`config.mk`:
```
export PLATFORM = sky130hd
export DESIGN_NAME = multicast_hash_filter_builder
export DESIGN_NICKNAME = d
export VERILOG_FILES = /design/src/design/mhf_pkg.sv /design/src/design/multicast_hash_filter_builder.sv /design/src/design/mhf_front.sv /design/src/design/mhf_queue.sv /design/src/design/mhf_back.sv
export SDC_FILE = /design/constraint.sdc
export NUM_CORES = 1
export LEC_CHECK = 0
export BUFFER_PORTS_ARGS = -buffer_cell sky130_fd_sc_hd__buf_4
export CAP_MARGIN = 10
export CORE_MARGIN = 1
export CORE_UTILIZATION = 60
export CTS_CLUSTER_DIAMETER = 100
export CTS_CLUSTER_SIZE = 10
export DETAILED_ROUTE_END_ITERATION = 10
export GPL_TIMING_DRIVEN = 0
export PLACE_DENSITY_LB_ADDON = 0.05
export SYNTH_ARGS = -nofsm -noshare
export SYNTH_HDL_FRONTEND = slang
export SYNTH_SLANG_ARGS = --single-unit
export TNS_END_PERCENT = 5
```
`constraint.sdc`:
```
create_clock -name aclk -period 16.1 [get_ports aclk]
set_clock_uncertainty 0.05 [all_clocks]
set_input_delay 2.415 -clock aclk [delete_from_list [all_inputs] [get_ports aclk]]
set_output_delay 2.415 -clock aclk [all_outputs]
set_load 0.02 [all_outputs]
```
`src/design/mhf_pkg.sv`:
```
// shared types, constants and crc helpers for the multicast hash filter builder
// no dependencies; imported by every module of the block
package mhf_pkg;

    // address and crc geometry
    localparam int MAC_BYTES    = 6;
    localparam int MAC_W        = 48;
    localparam int CRC_W        = 32;
    localparam logic [CRC_W-1:0] CRC_PRESET = 32'hFFFF_FFFF;
    localparam logic [CRC_W-1:0] CRC_POLY   = 32'h04C1_1DB7;
    localparam int BUCKET_SHIFT = 26;
    localparam int BUCKET_W     = 6;

    // hash table layout
    localparam int TABLE_W      = 64;
    localparam int WORD_W       = 16;
    localparam int NUM_WORDS    = TABLE_W / WORD_W;

    // stream widths
    localparam int S_TDATA_W    = 48;
    localparam int S_TUSER_W    = 2;
    localparam int M_TDATA_W    = 72;
    localparam int M_TUSER_W    = 1;
    localparam int USER_VALID_BIT = 0;
    localparam int USER_START_BIT = 1;
    localparam int OUT_PAD_W    = M_TDATA_W - BUCKET_W - TABLE_W;

    // queue between front and back
    localparam int QUEUE_DEPTH  = 4;
    localparam int QPTR_W       = $clog2(QUEUE_DEPTH);
    localparam int QCNT_W       = $clog2(QUEUE_DEPTH + 1);

    // classified request handed from front to back
    typedef struct packed {
        logic                start_new;
        logic                entry_valid;
        logic [BUCKET_W-1:0] bucket_index;
    } mhf_item_t;

    // byte idx of the address, zero past the field
    function automatic logic [7:0] get_byte(input logic [MAC_W-1:0] mac, input int idx);
        get_byte = 8'(mac >> (8 * idx));
    endfunction

    // one byte of crc, msb-first shift, data taken lsb-first
    function automatic logic [CRC_W-1:0] crc_byte(input logic [CRC_W-1:0] crc_in,
                                                 input logic [7:0] data);
        logic [CRC_W-1:0] crc;
        logic             fb;
        crc = crc_in;
        for (int j = 0; j < 8; j++) begin
            fb  = crc[CRC_W-1] ^ data[j];
            crc = {crc[CRC_W-2:0], 1'b0};
            if (fb) begin
                crc = crc ^ CRC_POLY;
            end
        end
        crc_byte = crc;
    endfunction

endpackage

```
`src/design/multicast_hash_filter_builder.sv`:
```
// Multicast hash filter builder: each request carries one MAC address and builds up a 64-bucket
// filter table; a request with start_new clears the table first, and a request with entry_valid
// hashes the address (CRC-32, poly 04C11DB7, preset all ones, no final inversion, bytes 0 to 5)
// and sets the bucket named by CRC bits 31:26. Every request returns one result holding the
// bucket and the whole table. One request is accepted per clock cycle unless a full queue holds
// up the CRC pipeline; a request passes through the CRC pipeline, which folds in one address
// byte per stage, then through the queue and then the table and output register. A four-deep
// queue between the CRC pipeline and the table lets either side stall on its own.
// top level; depends on mhf_pkg, mhf_front, mhf_queue and mhf_back
module multicast_hash_filter_builder (
    input  logic                          aclk,
    input  logic                          aresetn,
    input  logic                          s_tvalid,
    output logic                          s_tready,
    // [47:0] mac_address
    input  logic [mhf_pkg::S_TDATA_W-1:0] s_tdata,
    // [0] entry_valid, [1] start_new
    input  logic [mhf_pkg::S_TUSER_W-1:0] s_tuser,
    output logic                          m_tvalid,
    input  logic                          m_tready,
    // [5:0] bucket_index, [21:6] table_word0, [37:22] table_word1,
    // [53:38] table_word2, [69:54] table_word3, [71:70] zero
    output logic [mhf_pkg::M_TDATA_W-1:0] m_tdata,
    // [0] bucket_set
    output logic [mhf_pkg::M_TUSER_W-1:0] m_tuser
);
    import mhf_pkg::*;

    logic      push_valid;
    logic      push_ready;
    mhf_item_t push_item;
    logic      pop_valid;
    logic      pop_ready;
    mhf_item_t pop_item;

    // crc pipeline
    mhf_front u_front (
        .aclk     (aclk),
        .aresetn  (aresetn),
        .s_tvalid (s_tvalid),
        .s_tready (s_tready),
        .s_tdata  (s_tdata),
        .s_tuser  (s_tuser),
        .q_valid  (push_valid),
        .q_ready  (push_ready),
        .q_item   (push_item)
    );

    // decoupling queue
    mhf_queue u_queue (
        .aclk       (aclk),
        .aresetn    (aresetn),
        .push_valid (push_valid),
        .push_ready (push_ready),
        .push_item  (push_item),
        .pop_valid  (pop_valid),
        .pop_ready  (pop_ready),
        .pop_item   (pop_item)
    );

    // table update and result register
    mhf_back u_back (
        .aclk     (aclk),
        .aresetn  (aresetn),
        .q_valid  (pop_valid),
        .q_ready  (pop_ready),
        .q_item   (pop_item),
        .m_tvalid (m_tvalid),
        .m_tready (m_tready),
        .m_tdata  (m_tdata),
        .m_tuser  (m_tuser)
    );

endmodule

```
`src/design/mhf_front.sv`:
```
// front end: accepts requests and runs the crc one byte per pipeline stage
// depends on mhf_pkg; feeds classified requests into mhf_queue
module mhf_front (
    input  logic                          aclk,
    input  logic                          aresetn,
    input  logic                          s_tvalid,
    output logic                          s_tready,
    input  logic [mhf_pkg::S_TDATA_W-1:0] s_tdata,
    input  logic [mhf_pkg::S_TUSER_W-1:0] s_tuser,
    output logic                          q_valid,
    input  logic                          q_ready,
    output mhf_pkg::mhf_item_t            q_item
);
    import mhf_pkg::*;

    localparam int LAST = MAC_BYTES - 1;

    logic [MAC_BYTES-1:0] valid_reg;
    logic [CRC_W-1:0]     crc_reg   [MAC_BYTES];
    logic [MAC_W-1:0]     mac_reg   [MAC_BYTES];
    logic [MAC_BYTES-1:0] entry_reg;
    logic [MAC_BYTES-1:0] start_reg;
    logic                 adv;

    // whole pipe moves unless the last stage is held by a full queue
    assign adv      = !valid_reg[LAST] || q_ready;
    assign s_tready = adv;

    // stage valid bits
    always_ff @(posedge aclk) begin
        if (!aresetn) begin
            valid_reg <= '0;
        end else if (adv) begin
            valid_reg[0] <= s_tvalid;
            for (int i = 1; i < MAC_BYTES; i++) begin
                valid_reg[i] <= valid_reg[i-1];
            end
        end
    end

    // crc stages, byte i folded in at stage i
    always_ff @(posedge aclk) begin
        if (adv) begin
            crc_reg[0]   <= crc_byte(CRC_PRESET, get_byte(s_tdata[MAC_W-1:0], 0));
            mac_reg[0]   <= s_tdata[MAC_W-1:0];
            entry_reg[0] <= s_tuser[USER_VALID_BIT];
            start_reg[0] <= s_tuser[USER_START_BIT];
            for (int i = 1; i < MAC_BYTES; i++) begin
                crc_reg[i]   <= crc_byte(crc_reg[i-1], get_byte(mac_reg[i-1], i));
                mac_reg[i]   <= mac_reg[i-1];
                entry_reg[i] <= entry_reg[i-1];
                start_reg[i] <= start_reg[i-1];
            end
        end
    end

    // classify: bucket from crc top bits, zero for an unused entry
    always_comb begin
        q_valid             = valid_reg[LAST];
        q_item.start_new    = start_reg[LAST];
        q_item.entry_valid  = entry_reg[LAST];
        q_item.bucket_index = entry_reg[LAST]
                            ? crc_reg[LAST][BUCKET_SHIFT +: BUCKET_W] : '0;
    end

endmodule

```
`src/design/mhf_queue.sv`:
```
// short fifo decoupling the crc front end from the table back end
// depends on mhf_pkg for the request type and depth
module mhf_queue (
    input  logic               aclk,
    input  logic               aresetn,
    input  logic               push_valid,
    output logic               push_ready,
    input  mhf_pkg::mhf_item_t push_item,
    output logic               pop_valid,
    input  logic               pop_ready,
    output mhf_pkg::mhf_item_t pop_item
);
    import mhf_pkg::*;

    mhf_item_t         slot_reg [QUEUE_DEPTH];
    logic [QPTR_W-1:0] wr_ptr_reg;
    logic [QPTR_W-1:0] rd_ptr_reg;
    logic [QCNT_W-1:0] count_reg;
    logic [QCNT_W-1:0] count_next;
    logic              push;
    logic              pop;

    assign push_ready = count_reg != QCNT_W'(QUEUE_DEPTH);
    assign pop_valid  = count_reg != '0;
    assign push       = push_valid && push_ready;
    assign pop        = pop_valid && pop_ready;
    assign pop_item   = slot_reg[rd_ptr_reg];

    // occupancy
    always_comb begin
        count_next = count_reg;
        if (push && !pop) begin
            count_next = count_reg + 1'b1;
        end else if (pop && !push) begin
            count_next = count_reg - 1'b1;
        end
    end

    // pointers and count
    always_ff @(posedge aclk) begin
        if (!aresetn) begin
            wr_ptr_reg <= '0;
            rd_ptr_reg <= '0;
            count_reg  <= '0;
        end else begin
            count_reg <= count_next;
            if (push) begin
                wr_ptr_reg <= wr_ptr_reg + 1'b1;
            end
            if (pop) begin
                rd_ptr_reg <= rd_ptr_reg + 1'b1;
            end
        end
    end

    // storage
    always_ff @(posedge aclk) begin
        if (push) begin
            slot_reg[wr_ptr_reg] <= push_item;
        end
    end

endmodule

```
`src/design/mhf_back.sv`:
```
// back end: merges each request into the hash table and holds the result
// depends on mhf_pkg; drains mhf_queue and drives the result stream
module mhf_back (
    input  logic                          aclk,
    input  logic                          aresetn,
    input  logic                          q_valid,
    output logic                          q_ready,
    input  mhf_pkg::mhf_item_t            q_item,
    output logic                          m_tvalid,
    input  logic                          m_tready,
    output logic [mhf_pkg::M_TDATA_W-1:0] m_tdata,
    output logic [mhf_pkg::M_TUSER_W-1:0] m_tuser
);
    import mhf_pkg::*;

    logic [TABLE_W-1:0]  table_reg;
    logic [TABLE_W-1:0]  table_next;
    logic                out_valid_reg;
    logic [BUCKET_W-1:0] out_bucket_reg;
    logic                out_set_reg;
    logic [TABLE_W-1:0]  out_table_reg;
    logic                take;

    // output register frees up when its result is taken
    assign q_ready = !out_valid_reg || m_tready;
    assign take    = q_valid && q_ready;

    // clear on start, then set the bucket bit of a valid entry
    always_comb begin
        table_next = q_item.start_new ? '0 : table_reg;
        if (q_item.entry_valid) begin
            table_next = table_next | (TABLE_W'(1) << q_item.bucket_index);
        end
    end

    // table state and result valid
    always_ff @(posedge aclk) begin
        if (!aresetn) begin
            table_reg     <= '0;
            out_valid_reg <= 1'b0;
        end else begin
            if (take) begin
                table_reg <= table_next;
            end
            if (q_ready) begin
                out_valid_reg <= q_valid;
            end
        end
    end

    // result payload
    always_ff @(posedge aclk) begin
        if (take) begin
            out_bucket_reg <= q_item.bucket_index;
            out_set_reg    <= q_item.entry_valid;
            out_table_reg  <= table_next;
        end
    end

    assign m_tvalid = out_valid_reg;
    assign m_tdata  = {{OUT_PAD_W{1'b0}}, out_table_reg, out_bucket_reg};
    assign m_tuser  = out_set_reg;

endmodule

```
After elaboration in Yosys (flattened, before gate mapping) --
Memory sizes are Yosys's and may differ from the RTL's. A register that Yosys moved wholly into a read port is not among the register bits. Index checks and enable logic that the tools add are counted.
Cells by class: $add $sub $neg 4, eq/ne operators 1, shift operators 1, multiplexer cells 107, bitwise logic cells 95, reductions and logical operators 12
Operators with widths (number):
- $mux 32 | 48
- $mux 27 | 48
- $not 14->14 | 47
- $mux 64 | 2
- $or 64x64->64 | 1
- $shl 1x6->64 const A | 1
- $xor 1x1->1 | 47
- $mux 3 | 2
- $mux 6 | 1
- $add 2x1->2 const B | 2
- $logic_and 1x1->1 | 4
- $logic_not 1->1 | 4
- $mux 1 | 4
- $mux 2 | 2
- $add 3x1->3 const B | 1
- $ne 3x3->1 const B | 1
- $reduce_bool 3->1 | 1
- $sub 3x1->3 const B | 1
- $logic_or 1x1->1 | 2
- $reduce_bool 2->1 | 1
Word-level totals: register bits after elaboration 161, RAM bits 512, bits of input ports 54, output and inout port bits 75, logic and storage cells 234, memories kept 3
Memory list:
- u_front.mac_reg | words 6, bits a word 48, rd ports 5, clocked after Yosys merged registers in 0, wr ports 6, line mhf_front.sv:20 | logic [MAC_W-1:0] mac_reg [MAC_BYTES];
- u_front.crc_reg | words 6, bits a word 32, rd ports 6, clocked after Yosys merged registers in 0, wr ports 6, line mhf_front.sv:19 | logic [CRC_W-1:0] crc_reg [MAC_BYTES];
- u_queue.slot_reg | words 4, bits a word 8, rd ports 1, clocked after Yosys merged registers in 1, wr ports 1, line mhf_queue.sv:15 | mhf_item_t slot_reg [QUEUE_DEPTH];

Logic depth before layout (Yosys ltp) --
Gate-level depths: netlist of run 1. An unclocked memory read counts as a cell.
depth after elaboration 25, gate-level depth with buffers 9, depth with buffers taken out 8

Hierarchy --
From an unflattened synthesis of run 1, not the netlist that was laid out.
Second synthesis, totals: cells, all modules 1113, area, all modules 18062.3 um2
Modules (own cells, without submodules):
- mhf_front | instances 1, cells each 603, area each 11330.9 um2, seq. area each 8107.8 um2
- mhf_back | instances 1, cells each 420, area each 5074.9 um2, seq. area each 3433.3 um2
- mhf_queue | instances 1, cells each 90, area each 1656.6 um2, seq. area each 1141.1 um2

Least setup slack after synthesis of run 1 --
No wires, ideal clock.
kind register to output, start point register u_queue.count_reg[0], end point output s_tready, arrival time 6.081 ns, required time 13.635 ns, path slack 7.554 ns, cell stages (with the launch flop) 5, path buffers 1, cells stage by stage dfxtp_1 nor2_1 and3_1 clkbuf_1 inv_1
Between the ends: word-level cells in the longest chain between the ends 2
Ends and longest elaborated chain:
- start, declared | line mhf_queue.sv:18 | logic [QCNT_W-1:0] count_reg;
- start signal, assigned | line mhf_queue.sv:46 | count_reg <= count_next;
- $ne 3x3->1 | line mhf_queue.sv:23 | assign push_ready = count_reg != QCNT_W'(QUEUE_DEPTH);
- $logic_or 1x1->1 | line mhf_front.sv:26 | assign adv = !valid_reg[LAST] || q_ready;
- end, declared | line multicast_hash_filter_builder.sv:14 | output logic s_tready,
Every way passes these cells.

Worst setup path after layout of run 1 --
Ends and elaborated chain as after synthesis.

==> impl_metrics.ini, run 1 <==
[global_route]
antenna_found_initial = 0
grt.overflow.total = 0
gr-usage-all-layers_pct = 21.2
grt_pass1_vias = 9372
grt_pass1_wl_um = 50100
grt_max_degree = 145

[logic_synthesis]
synth-edff-count = 369
ys_seq_elements = 449
synth.yosys.warnings = 0
number_of_standard_cells_after_synthesis = 1099
synth_seq_area_share_pct = 70.0
synth_top_flop_cell = edfxtp_1
synthesis.area_mm2 = 0.0181
syn_area_per_cell_um2 = 16.5
synthDistinctLibCells = 49
async_reset_ff_share_pct = 0

[power_and_ir_drop]
vdd_drop_max_uv = 131
powerDensity_mw_per_mm2 = 215
total_power_w = 0.00451
leakage_nw = 7.47

[placement]
post_dp_cell_area_mm2 = 0.0196
place.detailed.hpwl_um = 21300
placed_cells = 1615
portBuffers = 123
globalplace.congestion = 0.924

[timing]
max_freq_ghz = 0.182
slew_viol_final = 0
finalHoldViolations = 0
relSlewSlack_pct = 27.7
setup_tns_ns = 0
setup_viol = 0
min_period_ns = 5.50
worstMarginPinSlew_ns = 1.08
grt_setup_unrepaired = false
period_share_pct = 34.2

[route]
antenna_left = 0
vias = 9296
drt_pass1_iterations = 5
dr_wl_cell_um = 18.9
first_iter_violations = 711
finalWirelength_um = 32000
drc_errors = 0
vias_per_cell = 5.48

[outcome]
status = finished, final reports clean

[critical_path]
crit_chain = nor2_1 -> and3_1 -> clkbuf_1 -> inv_8 -> buf_16 -> buf_4
cp_max_fo = 144
cp.required_ns = 13.64
worst-setup-path-type = flip-flop to primary output
worstSetupStartpointType = flip-flop
endpoint_kind = primary output
slowest_cell_on_crit_path = inv_8
timing.critical_path.arrival_ns = 3.04
cp_slowest_stage_delay_ns = 0.59
number_of_buffer_and_inverter_instances_along_the_worst_setup_path = 4
ff2ff_setup_slack_ns = 13.30
ff2ff_path_depth = 5
rr_endpoint = u_back.out_table_reg[26]$_DFFE_PP_
critical_path.top_delay_family = buffers and inverters

[clock_tree]
buffer_cell_driving_the_clock_tree_root = clkbuf_16
cts_hold_buf = 0
clock_sinks = 449
num_cts_buffers = 50
cts_tree = built
post-cts-setup-buffer-count = 0
clock_tree.buffer_depth = 3
ctsResizeCount = 0
cts.reportedPaths.clkPinSlew_ns = 0.05
insertion_delay_ns = 0.55
cts_htree_levels = 2

[layout]
antenna_cells = 0
largest_register_ffs = 134
final_cell_area_mm2 = 0.0210
final_layout_size_suffix_gt1_share_pct = 18.5
postLayoutCoreUtil_pct = 70.8
stdcell_count = 1696
layout_commonest_cell = edfxtp_1
fin_nets = 1337
syn_to_final_growth_pct = 15.9
fillCellCount = 1989
leading_cell_types_in_the_layout_fill_and_taps_excluded = 369 x edfxtp_1, 245 x xnor2_1, 130 x buf_4

[floorplan]
floorplan.initialDensity_pct = 61.1
boundaryPins = 129
die_width_um = 176
die_area_mm2 = 0.0309
chipHeight_um = 176
fp.coreArea_mm2 = 0.0296
core.rowCount = 63

[flow_run]
drv_cap = 0

[hold_path]
hold_path.startpoint = u_front.mac_reg[0][30]$_DFFE_PP_
number_of_instances_on_the_worst_hold_path = 0
timing.hold.worst_endpoint = u_front.mac_reg[1][30]$_DFFE_PP_
min_path_type = flip-flop to flip-flop
## report_power, final
group          internal, W  switching (W)
clock             0.000582       0.000410
combinational     0.000742       0.000922
sequential         0.00173       0.000116
## per-layer routing
layer  GRT usage (%)  part of all wire (%)  up-vias  routed length, um
met2            36.6                    51      296              16400
met5               0                     0        -                  0
met3            3.35                   5.3       50               1700
li1                -                     -     4407                  -
met4            7.32                   2.2        0                699
met1            27.5                    41     4543              13300
## area by class of cell
cell class              count  area [um2]  share of cell area [%]
plain buffers              57         299                    1.42
clock buffers              79        1380                    6.58
clock inverters             2        32.5                   0.155
inverters                   8        37.5                   0.179
multi-input cells         586        5110                    24.3
flip-flops and latches    449       12700                    60.4
well taps                 390         488                    2.32
repair buffers            125         971                    4.62
## synth_stat cells, drive strengths merged (16+ instances only)
master | count | share of area, %
a32oi | 22 | 1.1
nor2b | 36 | 1.2
dfxtp | 80 | 8.8
xor2 | 48 | 2.4
and2 | 25 | 0.88
edfxtp | 369 | 61
buf | 30 | 1.1
a22o | 72 | 3.5
xnor2 | 252 | 12
a32o | 22 | 1.2
clkbuf | 27 | 0.56
nand2 | 16 | 0.33
## kinds of logic after synthesis
kind of cell	Yosys count	synth area share (%)
XOR/XNOR	303	15.2
AND/OR/NAND/NOR	124	4.49
multiplexers	17	1.50
AO/OA/AOI/OAI	134	6.49
adder cells (fa/ha/maj)	6	0.456
buffers and inverters	65	1.82
flip-flops	449	70.0
other	1	0.0207
## worst max-delay path by stage
| stage | endpoint | cells after the start | startpoint |
|---|---|---|---|
| floorplan | s_tready | 4 | u_queue.count_reg[0]$_SDFFE_PN0P_ |
| global placement | s_tready | 5 | u_queue.count_reg[0]$_SDFFE_PN0P_ |
| detailed placement | s_tready | 6 | u_queue.count_reg[0]$_SDFFE_PN0P_ |
| CTS | s_tready | 6 | u_queue.count_reg[0]$_SDFFE_PN0P_ |
| global route | s_tready | 6 | u_queue.count_reg[0]$_SDFFE_PN0P_ |
| finish | s_tready | 6 | u_queue.count_reg[0]$_SDFFE_PN0P_ |
## metrics by stage
stage | hold slack, ns | worst slack, ns
after global routing | 0.369 | 10.35
final | 0.360 | 10.60
after CTS | 0.366 | 10.49
after floorplan | 0.350 | 7.55
after global placement | 0.350 | 5.05
after detailed placement | 0.355 | 11.08
## worst register-to-register path, cell delays in order, from the launching register on
cell and delay [ns]:
dfxtp_1 0.31, buf_2 0.27, mux2_2 0.37, o21ai_1 0.75
clkbuf_1 0.62, a22o_1 0.29
Note: power is estimated with default switching activity, not from simulation.
==> run 2: changes to the inputs <==
==> constraint.sdc (replaced) <==
create_clock -name aclk -period 5.8 [get_ports aclk]
set_clock_uncertainty 0.05 [all_clocks]
set_input_delay 0.87 -clock aclk [delete_from_list [all_inputs] [get_ports aclk]]
set_output_delay 0.87 -clock aclk [all_outputs]
set_load 0.02 [all_outputs]
==> run 2 against run 1 <==
Total power grew to 2.8 times the previous value. Count of clock-buffer cells in the layout down 6. Critical path depth is the same. Via count increased by 0.42%. Flip-flop and latch count unchanged. Hold slack lost 0.0077 ns. Final area increased by 0.30%. Core utilization grew 0.21 points. Register-to-register slack got worse by 11 ns. Sequential power increased to 2.8 times the previous value. Sequential share of layout area decreased by 0.18 points. Setup slack got worse by 8.7 ns.
==> impl_metrics.ini, run 2 (synthesis gave the netlist of run 1 again) <==
[outcome]
status = finished, final reports clean

[floorplan]
fp.coreArea_mm2 = 0.0296
floorplan.initialDensity_pct = 61.1
die_width_um = 176
boundaryPins = 129
die_area_mm2 = 0.0309
core.rowCount = 63
chipHeight_um = 176

[global_route]
grt.overflow.total = 0
grt_pass1_wl_um = 49500
grt_max_degree = 49
antenna_found_initial = 0
gr-usage-all-layers_pct = 21.1
grt_pass1_vias = 9211

[route]
first_iter_violations = 613
dr_wl_cell_um = 18.5
vias_per_cell = 5.51
drc_errors = 0
drt_pass1_iterations = 5
route.met2.wl_um = 15700
antenna_left = 0
finalWirelength_um = 31400
met3_length_um = 1740
maxUsedRoutingLayer = met4
vias = 9335
m1WireLength_um = 13000

[layout]
leading_cell_types_in_the_layout_fill_and_taps_excluded = 369 x edfxtp_1, 245 x xnor2_1, 130 x buf_4
fin_nets = 1342
antenna_cells = 0
stdcell_count = 1695
syn_to_final_growth_pct = 16.3
largest_register_ffs = 134
layout_commonest_cell = edfxtp_1
final_layout_size_suffix_gt1_share_pct = 18.9

[placement]
portBuffers = 123
placed_cells = 1620
post_placement_worst_setup_slack_ns = 2.37
place.detailed.hpwl_um = 21600
globalplace.congestion = 0.903

[timing]
setup_viol = 0
timing.hold.ws_ns = 0.352
period_share_pct = 68.1
slew_viol_final = 0
finalHoldViolations = 0
final_critical_path_setup_slack_ns = 1.85
max_freq_ghz = 0.253
min_period_ns = 3.95
grt_setup_unrepaired = false
relSlewSlack_pct = 29.4
setup_tns_ns = 0
worstMarginPinSlew_ns = 1.05

[power_and_ir_drop]
netSwitchingFraction_pct = 32.1
comb_power_share_pct = 37.0
internal-power_w = 0.00848
vdd_drop_max_uv = 317
powerDensity_mw_per_mm2 = 592
clock_power_share_pct = 21.9
p_switching_w = 0.00400
seq_power_share_pct = 41.1
leakage_nw = 7.51

[hold_path]
hold_path.startpoint = u_front.mac_reg[0][26]$_DFFE_PP_
min_path_type = flip-flop to flip-flop
timing.hold.worst_endpoint = u_front.mac_reg[1][26]$_DFFE_PP_
number_of_instances_on_the_worst_hold_path = 0

[critical_path]
worst-setup-path-type = flip-flop to primary output
timing.critical_path.arrival_ns = 3.03
endpoint_kind = primary output
launch_instance_of_the_worst_register_to_register_path = u_queue.count_reg[0]$_SDFFE_PN0P_
ff2ff_setup_slack_ns = 2.75
rr_endpoint = u_front.mac_reg[0][12]$_DFFE_PP_
ff2ff_path_depth = 7
worstSetupStartpointType = flip-flop
cp_max_fo = 45
cp.required_ns = 4.88

[clock_tree]
cts.reportedPaths.clkPinSlew_ns = 0.06
post-cts-setup-buffer-count = 0
cts_htree_levels = 2
cts_hold_buf = 0
ctsResizeCount = 0
cts_tree = built
clock_sinks = 449
clock_tree.buffer_depth = 3
insertion_delay_ns = 0.55
num_cts_buffers = 50
buffer_cell_driving_the_clock_tree_root = clkbuf_16

[flow_run]
drv_cap = 0
[run 2: metal layers]
| layer | up-vias | global-route usage, % |
|---|---|---|
| li1 | 4403 | - |
| met1 | 4583 | 26.9 |
| met2 | 286 | 36.2 |
| met4 | 0 | 7.39 |
| met5 | - | 0 |
| met3 | 63 | 3.74 |
[run 2: worst max-delay path by stage]
stage                     depth (start not counted)  slack [ns]                               from                              end
after global routing                              6        1.59  u_queue.count_reg[0]$_SDFFE_PN0P_                         s_tready
final                                             6        1.85  u_queue.count_reg[0]$_SDFFE_PN0P_                         s_tready
after detailed placement                          6        2.37  u_queue.count_reg[0]$_SDFFE_PN0P_                         s_tready
after floorplan                                   4        0.19  u_queue.count_reg[0]$_SDFFE_PN0P_  u_front.crc_reg[0][0]$_DFFE_PP_
after CTS                                         6        1.78  u_queue.count_reg[0]$_SDFFE_PN0P_                         s_tready
after global placement                            5       -1.74  u_queue.count_reg[0]$_SDFFE_PN0P_                         s_tready
[run 2: power groups by stage]
| stage | sequential, W | clock, W | combinational (W) |
|---|---|---|---|
| finish | 0.00513 | 0.00273 | 0.00461 |
| global route | 0.00521 | 0.00292 | 0.00500 |
| CTS | 0.00515 | 0.00279 | 0.00468 |
| detailed placement | 0.00520 | 0 | 0.00466 |
| global placement | 0.00520 | 0 | 0.00457 |
| floorplan | 0.00547 | 0 | 0.00311 |
[run 2: area by class of cell]
type,instances,area [um2]
flip-flops and latches,449,12700
plain buffers,57,299
inverters,8,33.8
clock inverters,2,28.8
clock buffers,73,1360
repair buffers,130,1060
fillers,1983,8580
well taps,390,488
multi-input cells,586,5110
[run 2: critical path: stages, from the launching register on]
cell and delay [ns]:
dfxtp_1 0.35, nor2_1 0.14, and3_1 0.16, clkbuf_1 0.38, clkinvlp_4 0.76, buf_12 0.45, buf_4 0.19
[run 2: stage by stage]
step | instance area [um2] | utilization [%] | power (W)
finish | 21100 | 71.1 | 0.0125
global route | 21100 | 71.1 | 0.0131
CTS | 21100 | 71.1 | 0.0126
detailed placement | 19700 | 66.4 | 0.00986
global placement | 19500 | 65.9 | 0.00977
floorplan | 18100 | - | 0.00858
==> run 3: changes to the inputs <==
==> constraint.sdc (replaced) <==
create_clock -name aclk -period 4.11 [get_ports aclk]
set_clock_uncertainty 0.05 [all_clocks]
set_input_delay 0.6165 -clock aclk [delete_from_list [all_inputs] [get_ports aclk]]
set_output_delay 0.6165 -clock aclk [all_outputs]
set_load 0.02 [all_outputs]
==> run 3 against run 2 <==
Final cell count is 0.29% higher. Global-route usage decreased by 0.13 points. Die area stayed put. Via count down 0.94%. Count of clock-buffer cells in the layout rose by 4. Core utilization increased by 0.11 points. Final area rose by 0.16%. Largest cell class unchanged. Combinational power up 42%. Critical path depth rose by 1. Clock power is 43% higher. Total power rose by 42%.
==> impl_metrics.ini, run 3 (synthesis gave the netlist of run 1 again) <==
[outcome]
status = finished, final reports clean

[hold_path]
timing.hold.worst_endpoint = u_front.mac_reg[0][14]$_DFFE_PP_
number_of_instances_on_the_worst_hold_path = 1
hold_path.startpoint = s_tdata[14]
min_path_type = primary input to flip-flop

[timing]
relSlewSlack_pct = 29.2
setup_viol = 0
slew_viol_final = 0
max_freq_ghz = 0.294
final_critical_path_setup_slack_ns = 0.714
grt_setup_unrepaired = false
setup_tns_ns = 0
min_period_ns = 3.40
period_share_pct = 82.6
finalHoldViolations = 0
timing.hold.ws_ns = 0.179
worstMarginPinSlew_ns = 1.05

[power_and_ir_drop]
vdd_drop_max_uv = 442
clock_power_share_pct = 22.1
comb_power_share_pct = 37.0
internal-power_w = 0.0120
leakage_nw = 7.52
seq_power_share_pct = 41.0
p_switching_w = 0.00572
netSwitchingFraction_pct = 32.4
powerDensity_mw_per_mm2 = 838

[route]
antenna_left = 0
vias_per_cell = 5.44
drc_errors = 0
drt_pass1_iterations = 6
vias = 9247
first_iter_violations = 609
dr_wl_cell_um = 18.7
finalWirelength_um = 31700

[floorplan]
floorplan.initialDensity_pct = 61.1
die_width_um = 176
fp.coreArea_mm2 = 0.0296
boundaryPins = 129
die_area_mm2 = 0.0309
core.rowCount = 63
chipHeight_um = 176

[critical_path]
worstSetupStartpointType = flip-flop
ff2ff_setup_slack_ns = 1.23
timing.critical_path.arrival_ns = 2.73
rr_endpoint = u_back.out_table_reg[3]$_DFFE_PP_
ff2ff_path_depth = 5
crit_path_frequent_cell = buf_12
cp_slowest_stage_delay_ns = 0.55
crit_chain = nor2_1 -> and3_1 -> clkbuf_8 -> clkinvlp_4 -> buf_12 -> buf_12 -> buf_4
cp.required_ns = 3.44
worst-setup-path-type = flip-flop to primary output
endpoint_kind = primary output
cp_max_fo = 35
setup.worst_path.start = u_queue.count_reg[1]$_SDFFE_PN0P_
slowest_cell_on_crit_path = clkinvlp_4

[placement]
post_placement_worst_setup_slack_ns = 1.26
place.detailed.hpwl_um = 21700
globalplace.congestion = 0.894
placed_cells = 1620
portBuffers = 123

[layout]
syn_to_final_growth_pct = 16.5
final_layout_size_suffix_gt1_share_pct = 19.1
largest_register_ffs = 134
sequential_cell_area_mm2 = 0.0127
leading_cell_types_in_the_layout_fill_and_taps_excluded = 369 x edfxtp_1, 245 x xnor2_1, 130 x buf_4
antenna_cells = 0
fillCellCount = 1954
fin_nets = 1342
stdcell_count = 1700
multiInputGateArea_mm2 = 0.00511
layout_commonest_cell = edfxtp_1

[global_route]
grt_pass1_vias = 9163
grt.overflow.total = 0
gr-usage-all-layers_pct = 20.9
antenna_found_initial = 0
grt_max_degree = 50
grt_pass1_wl_um = 49200

[clock_tree]
cts_hold_buf = 0
ctsResizeCount = 0
buffer_cell_driving_the_clock_tree_root = clkbuf_16
insertion_delay_ns = 0.56
num_cts_buffers = 50
clock_sinks = 449
cts.reportedPaths.clkPinSlew_ns = 0.06
post-cts-setup-buffer-count = 0
clock_tree.buffer_depth = 3
cts_htree_levels = 2
cts_tree = built

[flow_run]
drv_cap = 0
==> run 3: cell types whose count changed in the layout (fill, tap and decap cells not counted), sizes merged <==
cell | before | now
clkbuf | 100 | 104
clkinv | 0 | 1
==> run 3: worst max-delay path: cells and delay by family, from the launching register on <==
family        cells  cell delay (ns)
buf+inv           5             1.50
flops             1             0.34
simple gates      2             0.30
==> run 3: through the flow <==
| step | cell area (um2) | power (W) | util (%) |
|---|---|---|---|
| finish | 21100 | 0.0177 | 71.2 |
| floorplan | 18100 | 0.0121 | - |
| CTS | 21100 | 0.0179 | 71.2 |
| global placement | 19500 | 0.0138 | 65.9 |
| detailed placement | 19700 | 0.0139 | 66.4 |
| global route | 21100 | 0.0186 | 71.2 |
==> run 3: routing by layer <==
layer  wire (um)  global-route usage [%]  up-vias
li1            -                       -     4416
met1       13600                    27.3     4489
met2       15900                    36.1      285
met3        1520                    3.29       57
met4         701                    6.63        0
met5           0                       0        -
==> run 3: layout make-up <==
cell class,instances,area share (%)
Sequential cell,449,60.1
Multi-Input combinational cell,586,24.2
Clock buffer,77,6.41
Timing Repair Buffer,130,5.04
Tap cell,390,2.31
Buffer,57,1.47
Clock inverter,3,0.267
Inverter,8,0.160
==> run 3: worst max path at each step <==
stage,end,slack [ns],depth (start not counted)
global placement,s_tready,-2.81,5
CTS,s_tready,0.64,7
finish,s_tready,0.71,7
global route,s_tready,0.50,7
detailed placement,s_tready,1.26,7
floorplan,u_front.crc_reg[0][0]$_DFFE_PP_,-1.14,4
==> run 3: power groups by stage <==
| stage | Sequential, W | Combinational (W) | Clock (W) |
|---|---|---|---|
| floorplan | 0.00772 | 0.00439 | 0 |
| global placement | 0.00735 | 0.00646 | 0 |
| detailed placement | 0.00735 | 0.00659 | 0 |
| CTS | 0.00727 | 0.00663 | 0.00399 |
| global route | 0.00735 | 0.00706 | 0.00416 |
| finish | 0.00724 | 0.00654 | 0.00390 |
